==> config.mk <==
export PLATFORM = sky130hd
export DESIGN_NAME = edge_hint_ease_return_animator
export DESIGN_NICKNAME = d
export VERILOG_FILES = /design/src/rtl/ehera_pkg.sv /design/src/rtl/ehera_ctrl.sv /design/src/rtl/ehera_dp.sv /design/src/rtl/edge_hint_ease_return_animator.sv
export VERILOG_INCLUDE_DIRS = /design/src /design/src/rtl
export SDC_FILE = /design/constraint.sdc
export NUM_CORES = 1
export LEC_CHECK = 0
export CAP_MARGIN = 5
export CORE_MARGIN = 2
export CORE_UTILIZATION = 66
export CTS_BUF_LIST = sky130_fd_sc_hd__clkbuf_8 sky130_fd_sc_hd__clkbuf_16
export DETAILED_ROUTE_END_ITERATION = 6
export DONT_BUFFER_PORTS = 1
export GPL_TIMING_DRIVEN = 1
export HOLD_SLACK_MARGIN = 0.15
export PLACE_DENSITY = 0.92
export SETUP_SLACK_MARGIN = 0.3
export SLEW_MARGIN = 20
export SYNTH_ARGS = -nofsm -noshare
export SYNTH_HDL_FRONTEND = slang
export SYNTH_SLANG_ARGS = --single-unit
==> constraint.sdc <==
create_clock -name clk -period 10.3 [get_ports clk]
set_clock_uncertainty 0.1 [all_clocks]
set_input_delay 1.545 -clock clk [delete_from_list [all_inputs] [get_ports clk]]
set_output_delay 1.545 -clock clk [all_outputs]
set_load 0.01 [all_outputs]
==> src/rtl/edge_hint_ease_return_animator_assert.svh <==
// Assertion macros for the edge hint animator. The asserting module supplies clk and arst_n.
`ifndef EDGE_HINT_EASE_RETURN_ANIMATOR_ASSERT_SVH
`define EDGE_HINT_EASE_RETURN_ANIMATOR_ASSERT_SVH

// Same-cycle implication, checked out of reset.
`define EHERA_ASSERT_NOW(label, ante, cons, msg) \
	label: assert property (@(posedge clk) disable iff (!arst_n) (ante) |-> (cons)) \
		else $error(msg);

// Next-cycle implication, checked out of reset.
`define EHERA_ASSERT_NEXT(label, ante, cons, msg) \
	label: assert property (@(posedge clk) disable iff (!arst_n) (ante) |=> (cons)) \
		else $error(msg);

`endif

==> src/rtl/ehera_pkg.sv <==
package ehera_pkg;

	// item kinds
	localparam logic [1:0] KIND_DRAG    = 2'd0;
	localparam logic [1:0] KIND_RELEASE = 2'd1;
	localparam logic [1:0] KIND_TICK    = 2'd2;
	localparam logic [1:0] KIND_FRAME   = 2'd3;

	// shared multiplier operand selects, one per pass of the easing chain
	localparam logic [2:0] MSEL_SCALE = 3'd0;	// elapsed * reciprocal of duration
	localparam logic [2:0] MSEL_BACK  = 3'd1;	// quotient * duration, for the remainder
	localparam logic [2:0] MSEL_SQ    = 3'd2;	// t * t
	localparam logic [2:0] MSEL_CUBE  = 3'd3;	// t^2 * (3072 - 2t)
	localparam logic [2:0] MSEL_EXT   = 3'd4;	// start extent * (1024 - eased)

	localparam int MUL_A_W     = 26;
	localparam int MUL_B_W     = 12;
	localparam int MUL_P_W     = MUL_A_W + MUL_B_W;
	localparam int RECIP_SHIFT = 20;
	localparam int T_W         = 11;

	localparam int STEP_CAP_MS = 32;
	localparam int UNIT_ONE    = 1024;
	localparam int SMOOTH_K    = 3072;
	localparam int EXTENT_BASE = 24;
	localparam int OFFSET_MAX  = 24;
	localparam int ROW_MIN     = 40;
	localparam int ROW_MAX     = 360;
	localparam int ROW_TOP_OFS = 36;

	typedef struct packed {
		logic       latch;
		logic       exec;
		logic       mul_en;
		logic [2:0] mul_sel;
		logic       wb;
		logic       load_out;
	} ehera_cmd_t;

	typedef struct packed {
		logic step_go;
	} ehera_sts_t;

endpackage

==> src/rtl/ehera_ctrl.sv <==
module ehera_ctrl (
	input  logic                  clk,
	input  logic                  arst_n,
	input  logic                  in_valid,
	output logic                  in_ready,
	output logic                  out_valid,
	input  logic                  out_ready,
	input  ehera_pkg::ehera_sts_t sts,
	output ehera_pkg::ehera_cmd_t cmd
);

	localparam logic [3:0] S_IDLE = 4'd0;
	localparam logic [3:0] S_EXEC = 4'd1;
	localparam logic [3:0] S_M1   = 4'd2;
	localparam logic [3:0] S_M2   = 4'd3;
	localparam logic [3:0] S_M3   = 4'd4;
	localparam logic [3:0] S_M4   = 4'd5;
	localparam logic [3:0] S_M5   = 4'd6;
	localparam logic [3:0] S_WB   = 4'd7;
	localparam logic [3:0] S_FIN  = 4'd8;

	logic [3:0] state_q;
	logic [3:0] state_d;
	logic       out_valid_q;

	assign in_ready  = (state_q == S_IDLE);
	assign out_valid = out_valid_q;

	always_comb begin
		state_d      = state_q;
		cmd          = '0;
		cmd.latch    = in_valid && in_ready;
		case (state_q)
			S_IDLE: begin
				if (in_valid) state_d = S_EXEC;
			end
			S_EXEC: begin
				cmd.exec = 1'b1;
				state_d  = sts.step_go ? S_M1 : S_FIN;
			end
			S_M1: begin
				cmd.mul_en  = 1'b1;
				cmd.mul_sel = ehera_pkg::MSEL_SCALE;
				state_d     = S_M2;
			end
			S_M2: begin
				cmd.mul_en  = 1'b1;
				cmd.mul_sel = ehera_pkg::MSEL_BACK;
				state_d     = S_M3;
			end
			S_M3: begin
				cmd.mul_en  = 1'b1;
				cmd.mul_sel = ehera_pkg::MSEL_SQ;
				state_d     = S_M4;
			end
			S_M4: begin
				cmd.mul_en  = 1'b1;
				cmd.mul_sel = ehera_pkg::MSEL_CUBE;
				state_d     = S_M5;
			end
			S_M5: begin
				cmd.mul_en  = 1'b1;
				cmd.mul_sel = ehera_pkg::MSEL_EXT;
				state_d     = S_WB;
			end
			S_WB: begin
				cmd.wb  = 1'b1;
				state_d = S_FIN;
			end
			S_FIN: begin
				// hold until the output register is free
				if (!out_valid_q || out_ready) begin
					cmd.load_out = 1'b1;
					state_d      = S_IDLE;
				end
			end
			default: begin
				state_d = S_IDLE;
			end
		endcase
	end

	always_ff @(posedge clk or negedge arst_n) begin
		if (!arst_n) begin
			state_q     <= S_IDLE;
			out_valid_q <= 1'b0;
		end else begin
			state_q <= state_d;
			if (cmd.load_out) out_valid_q <= 1'b1;
			else if (out_ready) out_valid_q <= 1'b0;
		end
	end

endmodule

==> src/rtl/ehera_dp.sv <==
module ehera_dp #(
	parameter int RETURN_MS  = 300,
	parameter int VIEW_WIDTH = 48
) (
	input  logic                  clk,
	input  logic                  arst_n,
	input  ehera_pkg::ehera_cmd_t cmd,
	output ehera_pkg::ehera_sts_t sts,
	input  logic                  cfg_we,
	input  logic [11:0]           cfg_data,
	input  logic [1:0]            kind,
	input  logic                  from_left,
	input  logic signed [12:0]    drag_distance,
	input  logic [9:0]            touch_row,
	input  logic [15:0]           tick_gap_ms,
	output logic                  shown,
	output logic                  at_left,
	output logic [11:0]           x_position,
	output logic [8:0]            y_position,
	output logic [5:0]            extent,
	output logic                  returning
);

	localparam int AW = ehera_pkg::MUL_A_W;
	localparam int BW = ehera_pkg::MUL_B_W;
	localparam int PW = ehera_pkg::MUL_P_W;
	localparam int TW = ehera_pkg::T_W;
	localparam int RS = ehera_pkg::RECIP_SHIFT;
	localparam int EW = $clog2(RETURN_MS + 1);
	localparam int NW = EW + 10;
	localparam longint unsigned RECIP_L = (64'd1 << 30) / RETURN_MS;
	localparam logic [AW-1:0] RECIP = AW'(RECIP_L);
	localparam logic [EW-1:0] RET_V = EW'(RETURN_MS);
	localparam logic [11:0] VIEW_V = 12'(VIEW_WIDTH);

	// pull distance / 5, clamped to 0..24
	function automatic logic [4:0] drag_offset(input logic signed [12:0] d);
		logic [14:0] p;
		logic [4:0]  r;
		p = 15'(d[6:0]) * 15'd205;
		if (d[12]) r = 5'd0;
		else if (d >= 13'sd120) r = 5'(ehera_pkg::OFFSET_MAX);
		else r = p[14:10];
		return r;
	endfunction

	logic [11:0]        screen_width_q;
	logic [1:0]         kind_q;
	logic               from_left_q;
	logic signed [12:0] dist_q;
	logic [9:0]         row_q;
	logic [15:0]        gap_q;

	logic        left_q, vis_q, ret_q, fp_q;
	logic [5:0]  cur_q, start_q;
	logic [EW-1:0] elapsed_q;
	logic [8:0]  top_q;
	logic [11:0] xpos_q;

	logic [PW-1:0] prod_q;
	logic [TW-1:0] q_q, t_q;

	logic [9:0]    row_c;
	logic [5:0]    gap_c;
	logic [EW:0]   sum_c;
	logic [EW-1:0] elapsed_c;
	logic [11:0]   xpos_c;
	logic [AW-1:0] mul_a;
	logic [BW-1:0] mul_b;
	logic [TW-1:0] q_c, t_c, eased_c;
	logic [NW-1:0] rem_c;
	logic [11:0]   w_c;

	assign sts.step_go = (kind_q == ehera_pkg::KIND_TICK) && ret_q && !fp_q
		&& (elapsed_q < RET_V);

	always_comb begin
		if (row_q < 10'(ehera_pkg::ROW_MIN)) row_c = 10'(ehera_pkg::ROW_MIN);
		else if (row_q > 10'(ehera_pkg::ROW_MAX)) row_c = 10'(ehera_pkg::ROW_MAX);
		else row_c = row_q;

		gap_c = (gap_q > 16'(ehera_pkg::STEP_CAP_MS)) ? 6'(ehera_pkg::STEP_CAP_MS)
			: gap_q[5:0];
		sum_c = {1'b0, elapsed_q} + (EW+1)'(gap_c);
		elapsed_c = (sum_c > {1'b0, RET_V}) ? RET_V : sum_c[EW-1:0];

		if (from_left_q) xpos_c = 12'd0;
		else if (screen_width_q >= VIEW_V) xpos_c = screen_width_q - VIEW_V;
		else xpos_c = 12'd0;

		// easing chain intermediates
		q_c     = prod_q[RS +: TW];
		rem_c   = {elapsed_q, 10'd0} - prod_q[NW-1:0];
		t_c     = q_q + TW'(rem_c >= NW'(RETURN_MS));
		w_c     = 12'(ehera_pkg::SMOOTH_K) - {t_q, 1'b0};
		eased_c = prod_q[RS +: TW];

		mul_a = '0;
		mul_b = '0;
		case (cmd.mul_sel)
			ehera_pkg::MSEL_SCALE: begin
				mul_a = RECIP;
				mul_b = BW'(elapsed_q);
			end
			ehera_pkg::MSEL_BACK: begin
				mul_a = AW'(q_c);
				mul_b = BW'(RETURN_MS);
			end
			ehera_pkg::MSEL_SQ: begin
				mul_a = AW'(t_c);
				mul_b = BW'(t_c);
			end
			ehera_pkg::MSEL_CUBE: begin
				mul_a = AW'(prod_q[20:0]);
				mul_b = w_c;
			end
			ehera_pkg::MSEL_EXT: begin
				mul_a = AW'(TW'(ehera_pkg::UNIT_ONE) - eased_c);
				mul_b = BW'(start_q);
			end
			default: begin
				mul_a = '0;
				mul_b = '0;
			end
		endcase
	end

	// shared multiplier and its intermediates
	always_ff @(posedge clk) begin
		if (cmd.mul_en) begin
			prod_q <= PW'(mul_a) * PW'(mul_b);
			if (cmd.mul_sel == ehera_pkg::MSEL_BACK) q_q <= q_c;
			if (cmd.mul_sel == ehera_pkg::MSEL_SQ) t_q <= t_c;
		end
		if (cmd.latch) begin
			kind_q      <= kind;
			from_left_q <= from_left;
			dist_q      <= drag_distance;
			row_q       <= touch_row;
			gap_q       <= tick_gap_ms;
		end
		if (cmd.load_out) begin
			shown      <= vis_q;
			at_left    <= left_q;
			x_position <= xpos_q;
			y_position <= top_q;
			extent     <= cur_q;
			returning  <= ret_q;
		end
	end

	always_ff @(posedge clk or negedge arst_n) begin
		if (!arst_n) begin
			screen_width_q <= 12'd800;
			left_q    <= 1'b0;
			vis_q     <= 1'b0;
			ret_q     <= 1'b0;
			fp_q      <= 1'b0;
			cur_q     <= 6'd0;
			start_q   <= 6'd0;
			elapsed_q <= '0;
			top_q     <= 9'd0;
			xpos_q    <= 12'd0;
		end else begin
			if (cfg_we) screen_width_q <= cfg_data;
			if (cmd.wb) cur_q <= prod_q[10 +: 6];
			if (cmd.exec) begin
				case (kind_q)
					ehera_pkg::KIND_DRAG: begin
						ret_q  <= 1'b0;
						fp_q   <= 1'b0;
						left_q <= from_left_q;
						xpos_q <= xpos_c;
						cur_q  <= 6'(ehera_pkg::EXTENT_BASE) + 6'(drag_offset(dist_q));
						top_q  <= 9'(row_c - 10'(ehera_pkg::ROW_TOP_OFS));
						vis_q  <= 1'b1;
					end
					ehera_pkg::KIND_RELEASE: begin
						if (vis_q && !ret_q) begin
							ret_q     <= 1'b1;
							start_q   <= cur_q;
							elapsed_q <= '0;
							fp_q      <= 1'b0;
						end
					end
					ehera_pkg::KIND_TICK: begin
						if (ret_q && !fp_q) begin
							if (elapsed_q < RET_V) begin
								elapsed_q <= elapsed_c;
								fp_q      <= 1'b1;
							end else begin
								vis_q <= 1'b0;
								ret_q <= 1'b0;
							end
						end
					end
					ehera_pkg::KIND_FRAME: begin
						if (ret_q && fp_q) fp_q <= 1'b0;
					end
					default: begin
						fp_q <= fp_q;
					end
				endcase
			end
		end
	end

endmodule

==> src/rtl/edge_hint_ease_return_animator.sv <==
// Swipe-edge hint overlay controller. Each accepted input word (drag, release, timer tick or
// frame-drawn acknowledge) yields exactly one output word showing the overlay state after it.
// Drag, release, frame words and ticks that do not advance the return go from the accepting
// cycle through execute to the output load, which waits while the output register is still
// full; a tick that advances the return adds five passes of the easing chain through the
// one shared 26x12 multiplier plus write-back before the load.
// The next input word is taken as soon as the previous one sits in the output register.
// screen_width may be written at any time the block is idle; it affects drags only, from the next one on.
`include "edge_hint_ease_return_animator_assert.svh"

module edge_hint_ease_return_animator #(
	parameter int RETURN_MS  = 300,
	parameter int VIEW_WIDTH = 48
) (
	input  logic               clk,
	input  logic               arst_n,
	// configuration write channel: screen_width
	input  logic               cfg_valid,
	output logic               cfg_ready,
	input  logic [11:0]        cfg_data,
	// input channel
	input  logic               in_valid,
	output logic               in_ready,
	input  logic [1:0]         kind,
	input  logic               from_left,
	input  logic signed [12:0] drag_distance,
	input  logic [9:0]         touch_row,
	input  logic [15:0]        tick_gap_ms,
	// output channel
	output logic               out_valid,
	input  logic               out_ready,
	output logic               shown,
	output logic               at_left,
	output logic [11:0]        x_position,
	output logic [8:0]         y_position,
	output logic [5:0]         extent,
	output logic               returning
);

	ehera_pkg::ehera_cmd_t cmd;
	ehera_pkg::ehera_sts_t sts;

	// configuration is a plain register write, always taken
	assign cfg_ready = 1'b1;

	// sequencer: accept, execute, easing passes, write-back, output load
	ehera_ctrl u_ctrl (
		.clk       (clk),
		.arst_n    (arst_n),
		.in_valid  (in_valid),
		.in_ready  (in_ready),
		.out_valid (out_valid),
		.out_ready (out_ready),
		.sts       (sts),
		.cmd       (cmd)
	);

	// overlay state, drag geometry and the eased extent chain
	ehera_dp #(
		.RETURN_MS  (RETURN_MS),
		.VIEW_WIDTH (VIEW_WIDTH)
	) u_dp (
		.clk           (clk),
		.arst_n        (arst_n),
		.cmd           (cmd),
		.sts           (sts),
		.cfg_we        (cfg_valid && cfg_ready),
		.cfg_data      (cfg_data),
		.kind          (kind),
		.from_left     (from_left),
		.drag_distance (drag_distance),
		.touch_row     (touch_row),
		.tick_gap_ms   (tick_gap_ms),
		.shown         (shown),
		.at_left       (at_left),
		.x_position    (x_position),
		.y_position    (y_position),
		.extent        (extent),
		.returning     (returning)
	);

	// one word in flight: drop ready right after an accept
	`EHERA_ASSERT_NEXT(a_busy_after_accept, in_valid && in_ready, !in_ready, "accepted while busy")
	// a return only runs on a visible overlay
	`EHERA_ASSERT_NOW(a_return_visible, out_valid && returning, shown, "return while hidden")
	// the eased extent never exceeds the full capsule
	`EHERA_ASSERT_NOW(a_extent_range, out_valid, extent <= 6'd48, "extent out of range")

endmodule
==> flow_summary.ini, run 1 <==
[status]
status = finished, violations left
failed_checks = design-rule violations

[sta]
post-route-min-period_ns = 9.56
max_clock_freq_ghz = 0.105
hold_violations = 0
finalCritPeriodShare = 0.928
relSlewSlack = 0.328
rsz0062_at_grt = no
worst_pin_slew_ns = 1.01
worst_slack_ns = 0.743
slew_violations = 0
tns_ns = 0
setup_viol = 0
whs_ns = 0.352

[synth]
synthesis.area_um2 = 17700
synth_edf_count = 125
syn_area_per_cell_um2 = 9.78
synth_area_leaders = fa_1 26%, edfxtp_1 21%, dfrtp_1 8.5%
seq_area_frac_synth = 0.301
yosysWarnings = 0
synth_area_leader_cell = fa_1
synthCells = 1810
synthArstFlopShare = 0.335
synth.top_cell.area_share = 0.258
synth_ff_type = edfxtp_1
synth.distinct_cells = 72
yosys_register_bits = 188

[die]
die_w_um = 168
start_util = 0.676
die_h_um = 168
boundaryPins = 92
row_count = 59
core_area_um2 = 26200
die_area_um2 = 28200

[power_and_ir_drop]
p_leak_nw = 8.51
p_clk_frac = 0.147
peakVddDrop_v = 0.000154
p_switching_w = 0.00225
p_sw_frac = 0.476
combinationalPowerShare = 0.587
seq_power_share = 0.266
p_int_w = 0.00248
p_per_area_nw_per_um2 = 254

[cells_and_area]
diodes = 0
drive_gt1_frac = 0.0442
fin_area_um2 = 18600
final_core_util = 0.711
area_delta_synth_final_pct = 5.18
final_cell_mix = 318 x inv_1, 312 x nand2_1, 228 x fa_1
nNetsFinal = 2169
layout_commonest_cell = inv_1

[clocking]
cts_tree = yes
postCtsSetupBuffers = 0
cts.htree.levels = 4
cts_buffer_depth = 2
cts_root_buffer = clkbuf_16
numCtsBuffers = 17
clkTransAtPathRegs_ns = 0.08
hold_buffers = 0
clkLatencyLatePin_ns = 0.45
cts_sinks = 188

[setup_path]
critical_path_peak_fanout = 12
worst-r2r-setup-slack_ns = 0.74
timing.rr.end = u_dp.prod_q[27]
cp-startpoint = u_dp.prod_q[11]
rr_startpoint = u_dp.prod_q[11]
crit_required_ns = 10.41
crit_type = reg2reg
reg2reg_depth = 36
slowest_stage = a311oi_1
critPathLaunchType = flop
cp_common_cell = fa_1
critPathCapture = u_dp.prod_q[27]
cp.arrival_ns = 9.66
critPathMaxStageDelay_ns = 0.63
worstSetupEndpointType = flop

[route]
vias = 13600
routed_via_density = 6.42
drt_wl_total_um = 44500
first_iter_violations = 1970
postRouteAntennaNets = 0
routedWlPerCell_um = 21.0
route.detailed.drc = 13
firstDrtPassIters = 7

[grt]
grt_first_pass_wirelength_um = 72900
grt_pass1_vias = 14500
grt.total_usage = 0.330
antenna_found_initial = 0
grt_max_degree = 64
grt_overflow = 0

[placement]
dp_slack_ns = 0.579
place.gp.congestion = 1.03
dpl-instance-area_um2 = 18000
portBuffers = 0
dp_hpwl_um = 33400

[min_path]
hold_depth = 0
min_path_type = reg2reg

[flow_run]
maxCapViolCount = 0
## final cells by class
class	instances	area (um^2)
clock buffer	17	425
inverter	318	1190
clock inverter	15	214
fill	1658	7580
sequential	188	5330
multi-input combinational	1235	10900
timing repair buffer	15	113
tap	335	419
## power groups by stage
stage / combinational (W) / clock (W) / sequential, W
finish: 0.00278 / 0.000697 / 0.00126
global route: 0.00309 / 0.000728 / 0.00127
CTS: 0.00274 / 0.000696 / 0.00125
detailed placement: 0.00268 / 0 / 0.00126
global placement: 0.00247 / 0 / 0.00125
floorplan: 0.00202 / 0 / 0.00120
## critical path, delay by kind of cell, from the launching register on
kind / cells / cell delay, ns
simple gates: 10 / 2.02
compound gates: 12 / 2.68
buf+inv: 4 / 0.23
flops: 1 / 0.41
xor+xnor: 1 / 0.13
fa+ha+maj: 9 / 3.74
## how the worst min path moves through the flow
stage | start | endpoint | slack, ns
floorplan | u_dp.left_q | u_dp.at_left | 0.32
global placement | u_dp.xpos_q[7] | u_dp.x_position[7] | 0.33
detailed placement | u_dp.xpos_q[7] | u_dp.x_position[7] | 0.33
CTS | u_dp.xpos_q[7] | u_dp.x_position[7] | 0.35
global route | u_dp.xpos_q[7] | u_dp.x_position[7] | 0.36
finish | u_dp.xpos_q[7] | u_dp.x_position[7] | 0.35
## logic make-up after synthesis
group,Yosys count,share of synthesized area
compound gates,245,0.0910
xor+xnor,75,0.0379
fa+ha+maj,335,0.333
buf+inv,390,0.0838
flops,188,0.301
mux,14,0.00876
other cells,1,0.000212
simple gates,562,0.144
## stage by stage
stage / instances / total power (W)
6_report: 2123 / 0.00473
5_1_grt: 2123 / 0.00509
4_1_cts: 2123 / 0.00468
3_5_place_dp: 2091 / 0.00395
3_3_place_gp: 2091 / 0.00372
2_1_floorplan: 1813 / 0.00322
## layer usage
metal | routed length [um] | GRT usage
met3 | 4550 | 0.0726
met5 | 0 | 0
met2 | 21900 | 0.552
met4 | 2450 | 0.169
met1 | 15600 | 0.408
## cells in the mapped netlist, drive strengths merged, types with 5 or more instances
master / instances
nor4: 13
xnor2: 52
a22o: 9
edfxtp: 125
o21a: 7
a31oi: 15
o21bai: 7
o21ai: 50
mux2: 12
a22oi: 8
a211o: 6
a211oi: 6
and3: 11
or3: 7
inv: 318
ha: 107
o22ai: 5
xor2: 22
or2: 5
buf: 7
nand2: 313
nand3: 24
nor3: 20
nand4: 7
nand2b: 9
nor2: 77
and2: 46
clkbuf: 65
fa: 228
o31ai: 13
a21oi: 61
nor4b: 5
nor2b: 9
a21o: 25
dfrtp: 60
## what timing repair did
action	4_1_cts	5_1_grt
resized for setup	0	3
setup endpoints to repair	0	7
hold endpoints to repair	0	0
## flip-flops by register name (all words and copies together) (netlist names), 10 cells and up
signal	cells
u_dp.dist_q	13
u_dp.gap_q	16
u_dp.prod_q	31
u_dp.q_q	11
u_dp.row_q	10
u_dp.screen_width_q	12
u_dp.t_q	11
u_dp.x_position	12
u_dp.xpos_q	12
No activity file was read; power rests on OpenSTA's default activity.
==> inputs of run 2 (changes only) <==
Settings changed: PLACE_DENSITY 0.92 to 0.87.
==> run 2 against run 1 <==
  * The flow now finishes without violations
  * Non-clock buffer count rose by 1
  * Maximum frequency rose by 1.0%
  * Core utilization fell by 0.081 points
  * Clock power fell by 4.2%
  * Total power fell by 1.6%
  * Die area did not move
  * Register-to-register slack improved by 0.099 ns
  * Critical path depth fell by 1
  * Worst setup slack improved by 0.099 ns
  * Cell count barely moved
  * Largest power group unchanged
  * Highest routed layer unchanged
==> flow_summary.ini, run 2 (same netlist as run 1, synthesis figures left out) <==
[clocking]
cts_buffer_depth = 2
numCtsBuffers = 17
clkLatencyLatePin_ns = 0.44
cts_tree = yes
cts_sinks = 188
cts_root_buffer = clkbuf_16
clkTransAtPathRegs_ns = 0.08
cts.htree.levels = 4

[sta]
worst_slack_ns = 0.842
setup_viol = 0
hold_violations = 0
tns_ns = 0
relSlewSlack = 0.353
slew_violations = 0
max_clock_freq_ghz = 0.106
worst_pin_slew_ns = 0.968
whs_ns = 0.350
finalCritPeriodShare = 0.918
post-route-min-period_ns = 9.46
rsz0062_at_grt = no

[route]
routedWlPerCell_um = 20.1
first_iter_violations = 1518
drt_wl_total_um = 42600
firstDrtPassIters = 6
vias = 13200
route.detailed.drc = 0
postRouteAntennaNets = 0
routed_via_density = 6.22

[cells_and_area]
diodes = 0
area_delta_synth_final_pct = 5.06
layout_commonest_cell = inv_1
reg_top3 = u_dp.prod_q x31, u_dp.gap_q x16, u_dp.dist_q x13
final_cells = 2124
drive_gt1_frac = 0.0436
regMostFlops = u_dp.prod_q
final_cell_mix = 319 x inv_1, 312 x nand2_1, 228 x fa_1
nNetsFinal = 2170
largest_reg_flops = 31

[setup_path]
cp.arrival_ns = 9.55
cp_common_cell = fa_1
crit_type = reg2reg
reg2reg_depth = 35
critPathLaunchType = flop
worstSetupEndpointType = flop
critical_path_peak_fanout = 12
critPathMaxStageDelay_ns = 0.57
crit_required_ns = 10.39
slowest_stage = fa_1

[die]
die_w_um = 168
core_area_um2 = 26200
start_util = 0.676
row_count = 59
boundaryPins = 92
die_h_um = 168
die_area_um2 = 28200

[status]
status = complete, no violations

[power_and_ir_drop]
peakVddDrop_v = 0.000173
p_leak_nw = 8.51
p_per_area_nw_per_um2 = 250

[grt]
grt.total_usage = 0.317
grt_max_degree = 64
grt_pass1_vias = 13700
antenna_found_initial = 0
grt_overflow = 0
grt_first_pass_wirelength_um = 69800

[placement]
dp_slack_ns = 0.627
place.gp.congestion = 0.980
dp_hpwl_um = 32300
dpl.cell_count = 2092
portBuffers = 0

[min_path]
min_path_type = reg2reg
hold_depth = 0

[flow_run]
maxCapViolCount = 0
==> run 2: cell count changes in the layout (fill, tap and decap cells not counted), sizes merged <==
cell | previous run | this run
clkinvlp | 0 | 1
clkinv | 6 | 4
clkbuf | 17 | 18
buf | 15 | 16
==> run 2: final timing paths <==
path,to,slack [ns],start
setup / recovery,u_dp.prod_q[30],0.84,u_dp.elapsed_q[1]
hold / removal,u_dp.x_position[11],0.35,u_dp.xpos_q[11]
setup reg to reg,u_dp.prod_q[30],0.84,u_dp.elapsed_q[1]
hold reg to reg,u_dp.x_position[11],0.35,u_dp.xpos_q[11]
max in group asynchronous,u_dp.screen_width_q[9],9.20,arst_n
min in group asynchronous,u_dp.cur_q[5],0.69,arst_n
==> run 2: routing by layer <==
layer / global-route usage / wire, um / vias to the layer above
li1: - / - / 5765
met1: 0.421 / 16700 / 6608
met2: 0.530 / 20700 / 713
met3: 0.0536 / 3650 / 127
met4: 0.117 / 1630 / 0
met5: 0 / 0 / -
==> run 2: final cells by class <==
cell class	count	area (um^2)
multi-input combinational	1235	10900
fill	1808	7610
sequential	188	5330
inverter	318	1190
clock buffer	18	450
tap	335	419
clock inverter	14	161
timing repair buffer	16	120
==> run 2: power breakdown <==
part	internal [W]	switching, W
sequential	0.00109	0.000164
clock	0.000342	0.000326
combinational	0.00103	0.00170
total	0.00247	0.00219
==> run 2: timing repair <==
| item | in CTS | in global routing |
|---|---|---|
| buffers inserted | 0 | 0 |
| endpoints found under the setup margin | 0 | 7 |
| resized for setup | 0 | 3 |
| hold buffers | 0 | 0 |
==> run 2: worst max-delay path: cells and delay by family, from the launching register on <==
family                   cells  cell delay [ns]
adder cells (fa/ha/maj)      9             3.77
AO/OA/AOI/OAI               12             2.51
AND/OR/NAND/NOR              9             1.95
flip-flops                   1             0.48
XOR/XNOR                     2             0.23
buffers and inverters        3             0.15
==> run 2: per-stage QoR <==
stage	util	cell area [um^2]	power, W
final	0.710	18600	0.00466
after global routing	0.710	18600	0.00505
after CTS	0.709	18600	0.00462
after detailed placement	0.686	18000	0.00392
after global placement	0.686	18000	0.00378
after floorplan	-	17700	0.00322
==> inputs of run 3 (changes only) <==
Settings changed: BUFFER_PORTS_ARGS from default to -buffer_cell sky130_fd_sc_hd__buf_2, CORE_UTILIZATION 66 to 50, DONT_BUFFER_PORTS 1 to default, HOLD_SLACK_MARGIN 0.15 to default, PLACE_DENSITY 0.87 to 0.72.
==> run 3 against run 2 <==
  * Clock power rose by 6.4%
  * Sequential cell count did not move
  * Critical endpoint unchanged
  * Global-route usage fell by 7.0 points
  * Critical path type unchanged
  * Maximum frequency fell by 1.0%
==> flow_summary.ini, run 3 (same netlist as run 1, synthesis figures left out) <==
[status]
status = complete, no violations

[cells_and_area]
fill_cells = 3048
reg_top3 = u_dp.prod_q x31, u_dp.gap_q x16, u_dp.dist_q x13
largest_reg_flops = 31
diodes = 0
regMostFlops = u_dp.prod_q
area_delta_synth_final_pct = 8.79
drive_gt1_frac = 0.0909
nNetsFinal = 2262
fin_area_um2 = 19300
layout_commonest_cell = inv_1
final_cell_mix = 318 x inv_1, 312 x nand2_1, 228 x fa_1

[grt]
grt.total_usage = 0.247
antenna_found_initial = 0
grt_pass1_vias = 13400
grt_first_pass_wirelength_um = 70600
grt_overflow = 0
grt_max_degree = 64

[placement]
place.gp.congestion = 0.974
dpl-instance-area_um2 = 18600
portBuffers = 90
dp_hpwl_um = 33300

[power_and_ir_drop]
p_per_area_nw_per_um2 = 243
peakVddDrop_v = 0.000181
report.power.total_w = 0.00467
p_leak_nw = 8.89

[min_path]
min_path_type = reg2reg

[setup_path]
critPathMaxStageDelay_ns = 0.56
cp_common_cell = fa_1
path_delay_family = adder cells
slowest_stage = fa_1
critPathLaunchType = flop
critical_path_peak_fanout = 13
crit_buf_inv = 4
cp.arrival_ns = 9.65
crit_required_ns = 10.39
crit_type = reg2reg
worstSetupEndpointType = flop

[sta]
relSlewSlack = 0.300
setup_viol = 0
worst_pin_slew_ns = 1.05
tns_ns = 0
post-route-min-period_ns = 9.56
slew_violations = 0
max_clock_freq_ghz = 0.105
finalCritPeriodShare = 0.928
hold_violations = 0
rsz0062_at_grt = no

[clocking]
cts_tree = yes
hold_buffers = 0
clkTransAtPathRegs_ns = 0.08
cts_root_buffer = clkbuf_16
cts_sinks = 188
clkLatencyLatePin_ns = 0.44
cts.htree.levels = 4
cts_buffer_depth = 2
numCtsBuffers = 17
postCtsSetupBuffers = 0

[route]
route.detailed.drc = 0
firstDrtPassIters = 5
routed_via_density = 5.57
postRouteAntennaNets = 0
routedWlPerCell_um = 18.1
drt_wl_total_um = 42400
vias = 13000
first_iter_violations = 1131

[die]
start_util = 0.510
die_area_um2 = 36900
die_h_um = 192
boundaryPins = 92
die_w_um = 192
core_area_um2 = 34700
row_count = 68

[flow_run]
maxCapViolCount = 0
run 3: repair_timing:
item                                    in CTS  in global routing
hold endpoints to repair                     0                  0
resized for setup                            0                  1
endpoints found under the setup margin       0                  3
run 3: final cells by class:
| type | count | area, um^2 | area share |
|---|---|---|---|
| clock buffers | 17 | 425 | 0.0221 |
| clock inverters | 15 | 231 | 0.0120 |
| inverters | 318 | 1190 | 0.0620 |
| multi-input cells | 1235 | 10900 | 0.567 |
| flip-flops and latches | 188 | 5330 | 0.277 |
| well taps | 455 | 569 | 0.0296 |
| repair buffers | 108 | 586 | 0.0304 |
run 3: path summary, 6_finish.rpt:
check | from | end | slack, ns | cells after the start
worst max register to register | u_dp.elapsed_q[1] | u_dp.prod_q[30] | 0.74 | 35
worst min register to register | u_dp.top_q[0] | u_dp.y_position[0] | 0.35 | 0
worst max-delay path | u_dp.elapsed_q[1] | u_dp.prod_q[30] | 0.74 | 35
min in group asynchronous | arst_n | u_dp.cur_q[4] | 1.18 | 2
worst min-delay path | u_dp.top_q[0] | u_dp.y_position[0] | 0.35 | 0
max in group asynchronous | arst_n | u_dp.screen_width_q[0] | 8.38 | 2
run 3: report_power, final:
| part | switching (W) | internal, W |
|---|---|---|
| logic | 0.00167 | 0.00106 |
| registers | 0.000136 | 0.00109 |
| clock network | 0.000363 | 0.000349 |
| total | 0.00217 | 0.00251 |
run 3: worst reg2reg max path, delay by kind of cell, from the launching register on:
| family | cells | cell delay, ns |
|---|---|---|
| adders and majority gates | 9 | 3.78 |
| AOI/OAI and AO/OA | 12 | 2.89 |
| and+or+nand+nor | 8 | 1.42 |
| DFF | 1 | 0.48 |
| buffers and inverters | 4 | 0.44 |
| xor gates and xnor gates | 2 | 0.22 |
run 3: metrics by stage:
stage | worst slack (ns) | utilization | cells | hold WS (ns)
final | 0.742 | 0.555 | 2336 | 0.349
after global routing | 0.315 | 0.555 | 2336 | 0.366
after CTS | 0.759 | 0.555 | 2336 | 0.352
after detailed placement | 0.806 | 0.536 | 2304 | 0.333
after global placement | 1.00 | 0.536 | 2304 | 0.331
after floorplan | 1.76 | - | 1813 | 0.325
run 3: per-layer routing:
layer | part of all wire | vias up | global-route usage
li1 | - | 5946 | -
met1 | 0.42 | 6527 | 0.340
met2 | 0.48 | 465 | 0.410
met3 | 0.064 | 82 | 0.0294
met4 | 0.029 | 0 | 0.0760
met5 | 0 | - | 0
